==> src/lexc_pkg.sv <==
// ----------------------------------------------------------------------------
// lexc_pkg
// Shared types, keyword tables and class codes for the token classifier.
// ----------------------------------------------------------------------------
package lexc_pkg;

  localparam int CHAR_W   = 8;
  localparam int POS_W    = 3;
  localparam int KW_COUNT = 10;
  localparam int KW_SLOTS = 8;   // table padded to the full position range
  localparam int CLASS_W  = 4;

  localparam logic [POS_W-1:0] POS_MAX = 3'd7;

  typedef enum logic [CLASS_W-1:0] {
    TOK_PLUS   = 4'd0,
    TOK_MINUS  = 4'd1,
    TOK_EQUALS = 4'd2,
    TOK_PRINT  = 4'd3,
    TOK_INPUT  = 4'd4,
    TOK_VAR    = 4'd5,
    TOK_VAL    = 4'd6,
    TOK_SEMI   = 4'd7,
    TOK_LPAREN = 4'd8,
    TOK_RPAREN = 4'd9,
    TOK_INT    = 4'd10,
    TOK_FLOAT  = 4'd11,
    TOK_IDENT  = 4'd12,
    TOK_STRING = 4'd13,
    TOK_NONE   = 4'd14
  } token_class_t;

  typedef logic [CHAR_W-1:0] char_t;

  // One input transaction as held in the input register
  typedef struct packed {
    char_t char_code;
    logic  is_last;
  } lexc_item_t;

  // Running per-lexeme state
  typedef struct packed {
    logic [POS_W-1:0]    char_position;
    logic [KW_COUNT-1:0] keyword_match_flags;
    logic                all_digits_flag;
    logic [1:0]          dot_count;
    logic                all_ident_flag;
    logic                first_quote_flag;
  } lexc_state_t;

  localparam lexc_state_t STATE_RESET = '{
    char_position:       '0,
    keyword_match_flags: '1,
    all_digits_flag:     1'b1,
    dot_count:           2'd0,
    all_ident_flag:      1'b1,
    first_quote_flag:    1'b0
  };

  localparam char_t CH_DOT   = 8'h2E;
  localparam char_t CH_QUOTE = 8'h22;
  localparam char_t CH_UNDER = 8'h5F;

  typedef char_t kw_row_t [KW_SLOTS];

  localparam kw_row_t KW_TEXT [KW_COUNT] = '{
    '{8'h2B, 8'h00, 8'h00, 8'h00, 8'h00, 8'h00, 8'h00, 8'h00}, // +
    '{8'h2D, 8'h00, 8'h00, 8'h00, 8'h00, 8'h00, 8'h00, 8'h00}, // -
    '{8'h3D, 8'h00, 8'h00, 8'h00, 8'h00, 8'h00, 8'h00, 8'h00}, // =
    '{8'h70, 8'h72, 8'h69, 8'h6E, 8'h74, 8'h00, 8'h00, 8'h00}, // print
    '{8'h69, 8'h6E, 8'h70, 8'h75, 8'h74, 8'h00, 8'h00, 8'h00}, // input
    '{8'h76, 8'h61, 8'h72, 8'h00, 8'h00, 8'h00, 8'h00, 8'h00}, // var
    '{8'h76, 8'h61, 8'h6C, 8'h00, 8'h00, 8'h00, 8'h00, 8'h00}, // val
    '{8'h3B, 8'h00, 8'h00, 8'h00, 8'h00, 8'h00, 8'h00, 8'h00}, // ;
    '{8'h28, 8'h00, 8'h00, 8'h00, 8'h00, 8'h00, 8'h00, 8'h00}, // (
    '{8'h29, 8'h00, 8'h00, 8'h00, 8'h00, 8'h00, 8'h00, 8'h00}  // )
  };

  // Keyword lengths, as the last valid position (length - 1)
  localparam logic [POS_W-1:0] KW_LAST_POS [KW_COUNT] = '{
    3'd0, 3'd0, 3'd0, 3'd4, 3'd4, 3'd2, 3'd2, 3'd0, 3'd0, 3'd0
  };

endpackage

==> src/lexc_in_reg.sv <==
// ----------------------------------------------------------------------------
// lexc_in_reg
// Input register stage: captures one transaction and holds it until consumed.
// ----------------------------------------------------------------------------
module lexc_in_reg
  import lexc_pkg::*;
(
  input  logic       clk,
  input  logic       rst_n,
  input  logic       in_valid,
  output logic       in_ready,
  input  lexc_item_t in_item,
  output logic       s1_valid,
  output lexc_item_t s1_item,
  input  logic       s1_advance
);

  logic       valid_r, valid_nxt;
  lexc_item_t item_r;

  assign in_ready  = !valid_r || s1_advance;
  assign valid_nxt = in_ready ? in_valid : valid_r;

  always_ff @(posedge clk) begin
    if (!rst_n) begin
      valid_r <= 1'b0;
    end else begin
      valid_r <= valid_nxt;
    end
  end

  always_ff @(posedge clk) begin
    if (in_valid && in_ready) begin
      item_r <= in_item;
    end
  end

  assign s1_valid = valid_r;
  assign s1_item  = item_r;

endmodule

==> src/lexc_classify.sv <==
// ----------------------------------------------------------------------------
// lexc_classify
// Per-character flag update and final class selection.
// ----------------------------------------------------------------------------
module lexc_classify
  import lexc_pkg::*;
(
  input  lexc_state_t  cur,
  input  char_t        char_code,
  output lexc_state_t  upd,
  output token_class_t token_class
);

  logic                is_digit, is_dot, is_letter, is_ident;
  logic [KW_COUNT-1:0] kw_flags;

  assign is_digit  = (char_code >= 8'h30) && (char_code <= 8'h39);
  assign is_dot    = (char_code == CH_DOT);
  assign is_letter = ((char_code >= 8'h41) && (char_code <= 8'h5A)) ||
                     ((char_code >= 8'h61) && (char_code <= 8'h7A));
  assign is_ident  = is_digit || is_letter || (char_code == CH_UNDER);

  always_comb begin
    for (int k = 0; k < KW_COUNT; k++) begin
      kw_flags[k] = cur.keyword_match_flags[k] &&
                    (cur.char_position <= KW_LAST_POS[k]) &&
                    (char_code == KW_TEXT[k][cur.char_position]);
    end
  end

  always_comb begin
    upd.char_position       = (cur.char_position < POS_MAX) ?
                              cur.char_position + 3'd1 : POS_MAX;
    upd.keyword_match_flags = kw_flags;
    upd.all_digits_flag     = cur.all_digits_flag && (is_digit || is_dot);
    upd.dot_count           = (is_dot && cur.dot_count < 2'd2) ?
                              cur.dot_count + 2'd1 : cur.dot_count;
    upd.all_ident_flag      = cur.all_ident_flag && is_ident;
    upd.first_quote_flag    = (cur.char_position == '0) ?
                              (char_code == CH_QUOTE) : cur.first_quote_flag;
  end

  always_comb begin
    token_class = TOK_NONE;
    if (upd.all_digits_flag && upd.dot_count == 2'd0) begin
      token_class = TOK_INT;
    end else if (upd.all_digits_flag && upd.dot_count == 2'd1) begin
      token_class = TOK_FLOAT;
    end else if (upd.all_ident_flag) begin
      token_class = TOK_IDENT;
    end else if (upd.first_quote_flag && char_code == CH_QUOTE) begin
      token_class = TOK_STRING;
    end
    // Fixed lexemes win; walk downward so the lowest code takes priority
    for (int k = KW_COUNT - 1; k >= 0; k--) begin
      if (kw_flags[k] && cur.char_position == KW_LAST_POS[k]) begin
        token_class = token_class_t'(k[CLASS_W-1:0]);
      end
    end
  end

endmodule

==> src/lexeme_token_classifier_unit.sv <==
// ----------------------------------------------------------------------------
// lexeme_token_classifier_unit
// Lexeme classifier: one character per transaction, one class per lexeme.
// ----------------------------------------------------------------------------
// A lexeme's last character goes into the input register; its class and
// out_valid are registered once the result slot is free. Throughput: one
// character per cycle, set by the single flag-update pass between the input
// and result registers, while no last character waits on a full result slot.
// Reset (rst_n low, synchronous): both pipeline registers empty, lexeme
// state back to position 0, all keyword flags set, digit/ident flags set.
// ----------------------------------------------------------------------------
module lexeme_token_classifier_unit
  import lexc_pkg::*;
(
  input  logic                clk,
  input  logic                rst_n,
  input  logic                in_valid,
  output logic                in_ready,
  input  logic [CHAR_W-1:0]   in_char_code,
  input  logic                in_is_last,
  output logic                out_valid,
  input  logic                out_ready,
  output logic [CLASS_W-1:0]  out_token_class
);

  // Input stage
  lexc_item_t   in_item;
  lexc_item_t   s1_item;
  logic         s1_valid;
  logic         s1_advance;

  // Lexeme state and classifier outputs
  lexc_state_t  state_r, state_nxt;
  lexc_state_t  state_upd;
  token_class_t class_comb;

  // Result register
  logic         out_valid_r, out_valid_nxt;
  token_class_t out_class_r;
  logic         out_free;
  logic         s1_fire;

  assign in_item.char_code = in_char_code;
  assign in_item.is_last   = in_is_last;

  lexc_in_reg u_in_reg (
    .clk       (clk),
    .rst_n     (rst_n),
    .in_valid  (in_valid),
    .in_ready  (in_ready),
    .in_item   (in_item),
    .s1_valid  (s1_valid),
    .s1_item   (s1_item),
    .s1_advance(s1_advance)
  );

  lexc_classify u_classify (
    .cur        (state_r),
    .char_code  (s1_item.char_code),
    .upd        (state_upd),
    .token_class(class_comb)
  );

  // The result slot is free when empty or being drained this cycle.
  assign out_free = !out_valid_r || out_ready;

  // A non-final character never needs the result slot, so it always moves on.
  assign s1_advance = !s1_item.is_last || out_free;
  assign s1_fire    = s1_valid && s1_advance;

  // A lexeme's last character returns all running state to reset values.
  always_comb begin
    state_nxt = state_r;
    if (s1_fire) begin
      state_nxt = s1_item.is_last ? STATE_RESET : state_upd;
    end
  end

  always_comb begin
    out_valid_nxt = out_valid_r && !out_ready;
    if (s1_fire && s1_item.is_last) begin
      out_valid_nxt = 1'b1;
    end
  end

  always_ff @(posedge clk) begin
    if (!rst_n) begin
      state_r     <= STATE_RESET;
      out_valid_r <= 1'b0;
    end else begin
      state_r     <= state_nxt;
      out_valid_r <= out_valid_nxt;
    end
  end

  always_ff @(posedge clk) begin
    if (s1_fire && s1_item.is_last) begin
      out_class_r <= class_comb;
    end
  end

  assign out_valid       = out_valid_r;
  assign out_token_class = out_class_r;

  // ---------------------------------------------------------------------------
  // Assertions
  // ---------------------------------------------------------------------------

  // Finishing a lexeme leaves the state at its reset values.
  a_state_clears: assert property (@(posedge clk) disable iff (!rst_n)
    s1_fire && s1_item.is_last |=> state_r == STATE_RESET)
    else $error("lexeme state not cleared after last character");

  // The dot count saturates at two.
  a_dot_sat: assert property (@(posedge clk) disable iff (!rst_n)
    state_r.dot_count != 2'd3)
    else $error("dot count overflow");

  // Past the longest fixed lexeme no keyword can still be matching.
  a_kw_dead: assert property (@(posedge clk) disable iff (!rst_n)
    state_r.char_position > 3'd5 |-> state_r.keyword_match_flags == '0)
    else $error("keyword flag alive beyond longest keyword");

  // A new result only appears after a final character left the input stage.
  a_out_source: assert property (@(posedge clk) disable iff (!rst_n)
    $rose(out_valid_r) |-> $past(s1_fire && s1_item.is_last))
    else $error("result without a final character");

endmodule

==> config.mk <==
export PLATFORM = sky130hd
export DESIGN_NAME = lexeme_token_classifier_unit
export DESIGN_NICKNAME = d
export VERILOG_FILES = /design/src/lexc_pkg.sv /design/src/lexc_in_reg.sv /design/src/lexc_classify.sv /design/src/lexeme_token_classifier_unit.sv
export SDC_FILE = /design/constraint.sdc
export NUM_CORES = 1
export LEC_CHECK = 0
export ABC_AREA = 0
export BUFFER_PORTS_ARGS = -buffer_cell sky130_fd_sc_hd__buf_2
export CORE_AREA = 2 2 66 68
export DETAILED_ROUTE_END_ITERATION = 16
export DIE_AREA = 0 0 68 70
export GPL_TIMING_DRIVEN = 0
export PLACE_DENSITY = 0.79
export SYNTH_ARGS = -nofsm -noshare
export SYNTH_HDL_FRONTEND = slang
export SYNTH_HIERARCHICAL = 1
export SYNTH_SLANG_ARGS = --single-unit
==> constraint.sdc <==
create_clock -name clk -period 3 [get_ports clk]
set_input_delay 0.3 -clock clk [delete_from_list [all_inputs] [get_ports clk]]
set_output_delay 0.3 -clock clk [all_outputs]
set_load 0.03 [all_outputs]
==> flow_metrics.py, run 1 <==
metrics = {
    "global_route": {
        "grt-ovfl-total": 0,
        "antenna_found_initial": 0,
        "track_usage": 0.228,
        "grt_pass1_vias": 1855,
        "grt_first_pass_wirelength_um": 8220,
        "grt_max_degree": 11,
    },
    "logic_synthesis": {
        "async_reset_ff_frac": 0,
        "ys_warn_count": 6,
        "ys_seq_area_frac": 0.366,
        "synth_edf_count": 13,
        "synth_area_leaders": "dfxtp_1, edfxtp_1, o22a_1",
        "avgSynthCellArea_um2": 9.91,
        "ys.flop_type": "dfxtp_1",
        "ys_seq_elements": 33,
        "synth_area_leader_cell": "dfxtp_1",
        "synthDistinctLibCells": 63,
        "netlist_instances": 218,
        "synth.most_common_cell": "dfxtp_1",
        "yosys-top-cells-count": "dfxtp_1, nor2_1, buf_2, edfxtp_1, o22a_1",
        "synth_top_area_frac": 0.185,
        "synth_area_um2": 2160,
        "synth_nets": 236,
    },
    "timing": {
        "tightestPinTransition_ps": 635,
        "setup_tns_ps": 0,
        "layout_min_cycle_time_ps": 2560,
        "finalCritPeriodShare": 0.852,
        "relSlewSlack": 0.575,
        "rsz0062_at_grt": "no",
        "hold_viol": 0,
        "finalWorstSetupSlack_ps": 444,
        "fin_skew_ps": 9.86,
        "fmax_mhz": 391,
        "finalSetupViolCount": 0,
        "maxSlewViolCount": 0,
    },
    "worst_hold_path": {
        "hold_class": "in2reg",
        "min-delay-start": "in_char_code[2]",
    },
    "critical_path": {
        "cp.arrival_ps": 2600,
        "crit_start": "state_r[16]$_SDFFE_PN0P_",
        "cp-end-kind": "register",
        "critPathMaxStageDelay_ps": 380,
        "slowest_stage": "dfxtp_1",
        "crit_path_max_fanout": 10,
        "worst_setup_path_start_kind": "register",
        "path_buf_inv": 3,
        "worst_ep_required_time_ps": 3040,
        "crit_chain": "buf_2 -> inv_1 -> ha_1 -> buf_2 -> nor4b_1 -> o21ai_1 -> a221oi_4 -> a2111oi_2 -> and4bb_1",
        "critPathTopFamily": "compound AO/OA/AOI/OAI gates",
        "worst-setup-path-type": "reg2reg",
        "rr_startpoint": "state_r[16]$_SDFFE_PN0P_",
        "cpMostUsedCell": "buf_2",
    },
    "place": {
        "detailed_place_hpwl_um": 3600,
        "portBuffers": 18,
        "place_inst": 288,
        "place_congestion": 0.945,
        "pre_cts_slack_ps": 507,
        "postPlaceCellArea_um2": 2320,
    },
    "clock_network": {
        "cts_sinks": 33,
        "hold_buffers": 0,
        "cts_max_path_buffers": 2,
        "tritoncts": "yes",
        "clockRootBuffer": "clkbuf_8",
        "clk_latency_ps": 290,
        "htreeDepth": 2,
        "cts_made_buffers": 5,
        "clkTransAtPathRegs_ps": 70,
        "post-cts-setup-buffer-count": 0,
        "cts_resized": 0,
    },
    "floorplanning": {
        "die_x_um": 68,
        "rows": 24,
        "dieArea_um2": 4760,
        "ioPinCount": 19,
        "initial_core_util": 0.521,
        "die_h_um": 70,
        "core-area_um2": 4140,
    },
    "power_and_ir_drop": {
        "leakage_uw": 0.000923,
        "vdd_drop_max_v": 0.000307,
        "finalPower_uw": 970,
        "power_density_nw_per_um2": 404,
    },
    "final_layout": {
        "nNetsFinal": 261,
        "final_area_um2": 2400,
        "fill_cells": 362,
        "finalNonFillerCells": 296,
        "layout-drive-gt1-share": 0.230,
        "antenna_cells": 0,
        "area_delta_synth_final_pct": 11.1,
    },
    "routing": {
        "wirelength_um": 4820,
        "wl_per_cell_um": 16.3,
        "drc": 0,
        "vias": 1850,
        "ant_nets": 0,
        "routed_via_density": 6.25,
        "drtIter0Drc": 121,
        "firstDrtPassIters": 4,
    },
    "flow_run": {
        "cap_violations": 0,
    },
    "status": {
        "status": "finished clean",
    },
}
final timing paths:
path / to / slack [ps] / cells after the start
max: out_token_class[3]$_DFFE_PP_ / 440 / 9
min: u_in_reg/s1_item[3]$_DFFE_PP_ / 190 / 1
max reg2reg: out_token_class[3]$_DFFE_PP_ / 440 / 9
min reg2reg: state_r[8]$_SDFFE_PN1P_ / 460 / 1
state kept, by name (all words and copies together) (netlist names):
signal	count
state_r	18
u_in_reg/s1_item	9
out_token_class	4
out_valid	1
u_in_reg/s1_valid	1
logic make-up (layout without fill, tap and decap cells):
family | count (synthesis) | count (layout) | synth area share
AOI/OAI and AO/OA | 69 | 69 | 0.280
xor gates and xnor gates | 5 | 5 | 0.0203
adders and majority gates | 5 | 5 | 0.0290
buffers and inverters | 28 | 54 | 0.0666
DFF | 33 | 33 | 0.366
and+or+nand+nor | 78 | 78 | 0.239
routing by layer:
metal	wire length, um	vias up	track usage
met5	0	-	0
met4	190	0	0.129
met3	324	20	0.0564
met2	2260	83	0.345
met1	2040	856	0.290
li1	-	891	-
power by group:
part	switching, uW	leakage [uW]	internal (uW)
clock network	162	0.0000385	164
registers	15.5	0.000287	486
logic	82.1	0.000597	60.4
total	260	0.000923	711
area by class of cell:
| type | instances | area [um2] | area share |
|---|---|---|---|
| multi-input combinational | 157 | 1230 | 0.511 |
| sequential | 33 | 791 | 0.330 |
| buffer | 17 | 103 | 0.0428 |
| timing repair buffer | 18 | 90.1 | 0.0375 |
| clock buffer | 7 | 76.3 | 0.0318 |
| tap | 52 | 65.1 | 0.0271 |
| inverter | 11 | 41.3 | 0.0172 |
| clock inverter | 1 | 7.51 | 0.00313 |
through the flow:
stage | util | hold slack, ps
global route | 0.579 | 187
global placement | 0.559 | 438
floorplan | - | 399
detailed placement | 0.559 | 448
CTS | 0.579 | 190
finish | 0.579 | 195
placed cells by master, fill, tap and decap left out, drive strengths merged, types with 6 or more instances in the layout:
master  Yosys  layout
nand2b      7       7
o22a       13      13
edfxtp     13      13
and3        7       7
a21oi       7       7
buf        16      34
nand2       8       8
a22o        6       6
dfxtp      20      20
nor2       14      14
inv        11      11
clkbuf      1       8
No activity file was read; power rests on OpenSTA's default activity.
==> run 2: changes to the inputs <==
Settings changed: CORE_AREA 2 2 66 68 to 2 2 84 54, DIE_AREA 0 0 68 70 to 0 0 86 56.
==> run 2 against run 1 <==
Count of clock-buffer cells in the layout stayed put. Largest cell class unchanged. Die area is 1.2% higher. Largest power group unchanged. Sequential power barely moved. Critical endpoint unchanged. Utilization increased by 3.0 points. Global-route usage decreased by 1.5 points. Power is 8.2% higher. Critical path depth is the same.
==> flow_metrics.py, run 2 (synthesis gave the netlist of run 1 again) <==
metrics = {
    "status": {
        "status": "finished clean",
    },
    "timing": {
        "finalCritPeriodShare": 0.876,
        "finalWorstSetupSlack_ps": 373,
        "maxSlewViolCount": 0,
        "hold_slack_ps": 189,
        "setup_tns_ps": 0,
        "fin_skew_ps": 6.37,
        "hold_viol": 0,
        "rsz0062_at_grt": "no",
        "tightestPinTransition_ps": 662,
        "relSlewSlack": 0.557,
        "fmax_mhz": 381,
        "layout_min_cycle_time_ps": 2630,
        "finalSetupViolCount": 0,
    },
    "final_layout": {
        "regMostFlops": "state_r",
        "final_common_cell": "buf_2",
        "nNetsFinal": 261,
        "mostFrequentLayoutCells": "buf_2, dfxtp_1, nor2_1, o22a_1, edfxtp_1",
        "area_delta_synth_final_pct": 12.4,
        "largest_reg_flops": 18,
        "layout-drive-gt1-share": 0.238,
        "finalNonFillerCells": 294,
        "antenna_cells": 0,
        "fill_cells": 340,
    },
    "critical_path": {
        "worst_setup_path_start_kind": "register",
        "worst_ep_required_time_ps": 3030,
        "crit_path_max_fanout": 10,
        "cp-end-kind": "register",
        "rr_worst_depth": 9,
        "cp.arrival_ps": 2660,
        "rrSetupSlack_ps": 370,
        "r2r_end": "out_token_class[3]$_DFFE_PP_",
        "rr_startpoint": "state_r[16]$_SDFFE_PN0P_",
        "worst-setup-path-type": "reg2reg",
    },
    "place": {
        "pre_cts_slack_ps": 468,
        "detailed_place_hpwl_um": 3720,
        "portBuffers": 18,
        "place_congestion": 0.931,
        "place_inst": 286,
    },
    "power_and_ir_drop": {
        "leakage_uw": 0.000940,
        "power_density_nw_per_um2": 432,
        "vdd_drop_max_v": 0.000348,
    },
    "floorplanning": {
        "dieArea_um2": 4820,
        "die_h_um": 56,
        "die_x_um": 86,
        "initial_core_util": 0.542,
        "ioPinCount": 19,
        "core-area_um2": 3990,
        "rows": 18,
    },
    "clock_network": {
        "clk_latency_ps": 280,
        "clkTransAtPathRegs_ps": 70,
        "cts_max_path_buffers": 2,
        "tritoncts": "yes",
        "post-cts-setup-buffer-count": 0,
        "cts_resized": 0,
        "hold_buffers": 0,
        "clockRootBuffer": "clkbuf_8",
        "htreeDepth": 2,
        "cts_made_buffers": 5,
        "cts_sinks": 33,
    },
    "global_route": {
        "grt_first_pass_wirelength_um": 8050,
        "grt-ovfl-total": 0,
        "grt_pass1_vias": 1578,
        "grt_max_degree": 12,
        "track_usage": 0.213,
        "antenna_found_initial": 0,
    },
    "worst_hold_path": {
        "holdPathStages": 1,
        "min-delay-start": "in_char_code[3]",
        "holdPathEnd": "u_in_reg/s1_item[4]$_DFFE_PP_",
        "hold_class": "in2reg",
    },
    "routing": {
        "routed_via_density": 6.21,
        "drtIter0Drc": 241,
        "wl_per_cell_um": 16.8,
        "vias": 1825,
        "ant_nets": 0,
        "firstDrtPassIters": 4,
        "drc": 0,
        "wirelength_um": 4950,
    },
    "flow_run": {
        "cap_violations": 0,
    },
}
[run 2: cell counts in the layout (fill, tap and decap cells not counted)]
Identical to the previous run, type by type.
[run 2: power breakdown]
part	switching (uW)	internal, uW	total, uW
logic	83.5	60.3	144
registers	15.7	486	502
clock network	167	237	404
[run 2: layout make-up]
| type | count | area (um2) | share of cell area |
|---|---|---|---|
| Buffer | 17 | 103 | 0.0422 |
| Tap cell | 50 | 62.6 | 0.0258 |
| Multi-Input combinational cell | 157 | 1230 | 0.505 |
| Sequential cell | 33 | 791 | 0.326 |
| Inverter | 11 | 41.3 | 0.0170 |
| Clock buffer | 7 | 108 | 0.0443 |
| Timing Repair Buffer | 18 | 90.1 | 0.0371 |
| Clock inverter | 1 | 7.51 | 0.00309 |
[run 2: stage by stage]
| stage | total power [uW] | utilization | instance area [um2] |
|---|---|---|---|
| floorplan | 614 | - | 2160 |
| global placement | 650 | 0.580 | 2310 |
| detailed placement | 652 | 0.580 | 2310 |
| CTS | 1060 | 0.609 | 2430 |
| global route | 1090 | 0.609 | 2430 |
| finish | 1050 | 0.609 | 2430 |
[run 2: how the worst max path moves through the flow]
stage,startpoint,end,slack (ps),depth (start not counted)
2_1_floorplan,state_r[16]$_SDFFE_PN0P_,out_token_class[3]$_DFFE_PP_,760,9
3_3_place_gp,state_r[16]$_SDFFE_PN0P_,out_token_class[3]$_DFFE_PP_,500,9
3_5_place_dp,state_r[16]$_SDFFE_PN0P_,out_token_class[3]$_DFFE_PP_,470,9
4_1_cts,state_r[16]$_SDFFE_PN0P_,out_token_class[3]$_DFFE_PP_,440,9
5_1_grt,state_r[16]$_SDFFE_PN0P_,out_token_class[3]$_DFFE_PP_,230,9
6_report,state_r[16]$_SDFFE_PN0P_,out_token_class[3]$_DFFE_PP_,370,9
[run 2: critical path: stages, from the launching register on]
cell,delay (ps)
dfxtp_1,410
buf_2,240
inv_1,130
ha_1,260
buf_2,200
nor4b_1,330
o21ai_1,150
a221oi_4,320
a2111oi_2,140
and4bb_1,210
[run 2: per-layer routing]
layer / GRT usage / wire length [um] / vias up
met4: 0.0295 / 0 / 0
met2: 0.280 / 1880 / 83
li1: - / - / 889
met3: 0.0608 / 467 / 0
met5: 0 / 0 / -
met1: 0.344 / 2600 / 853
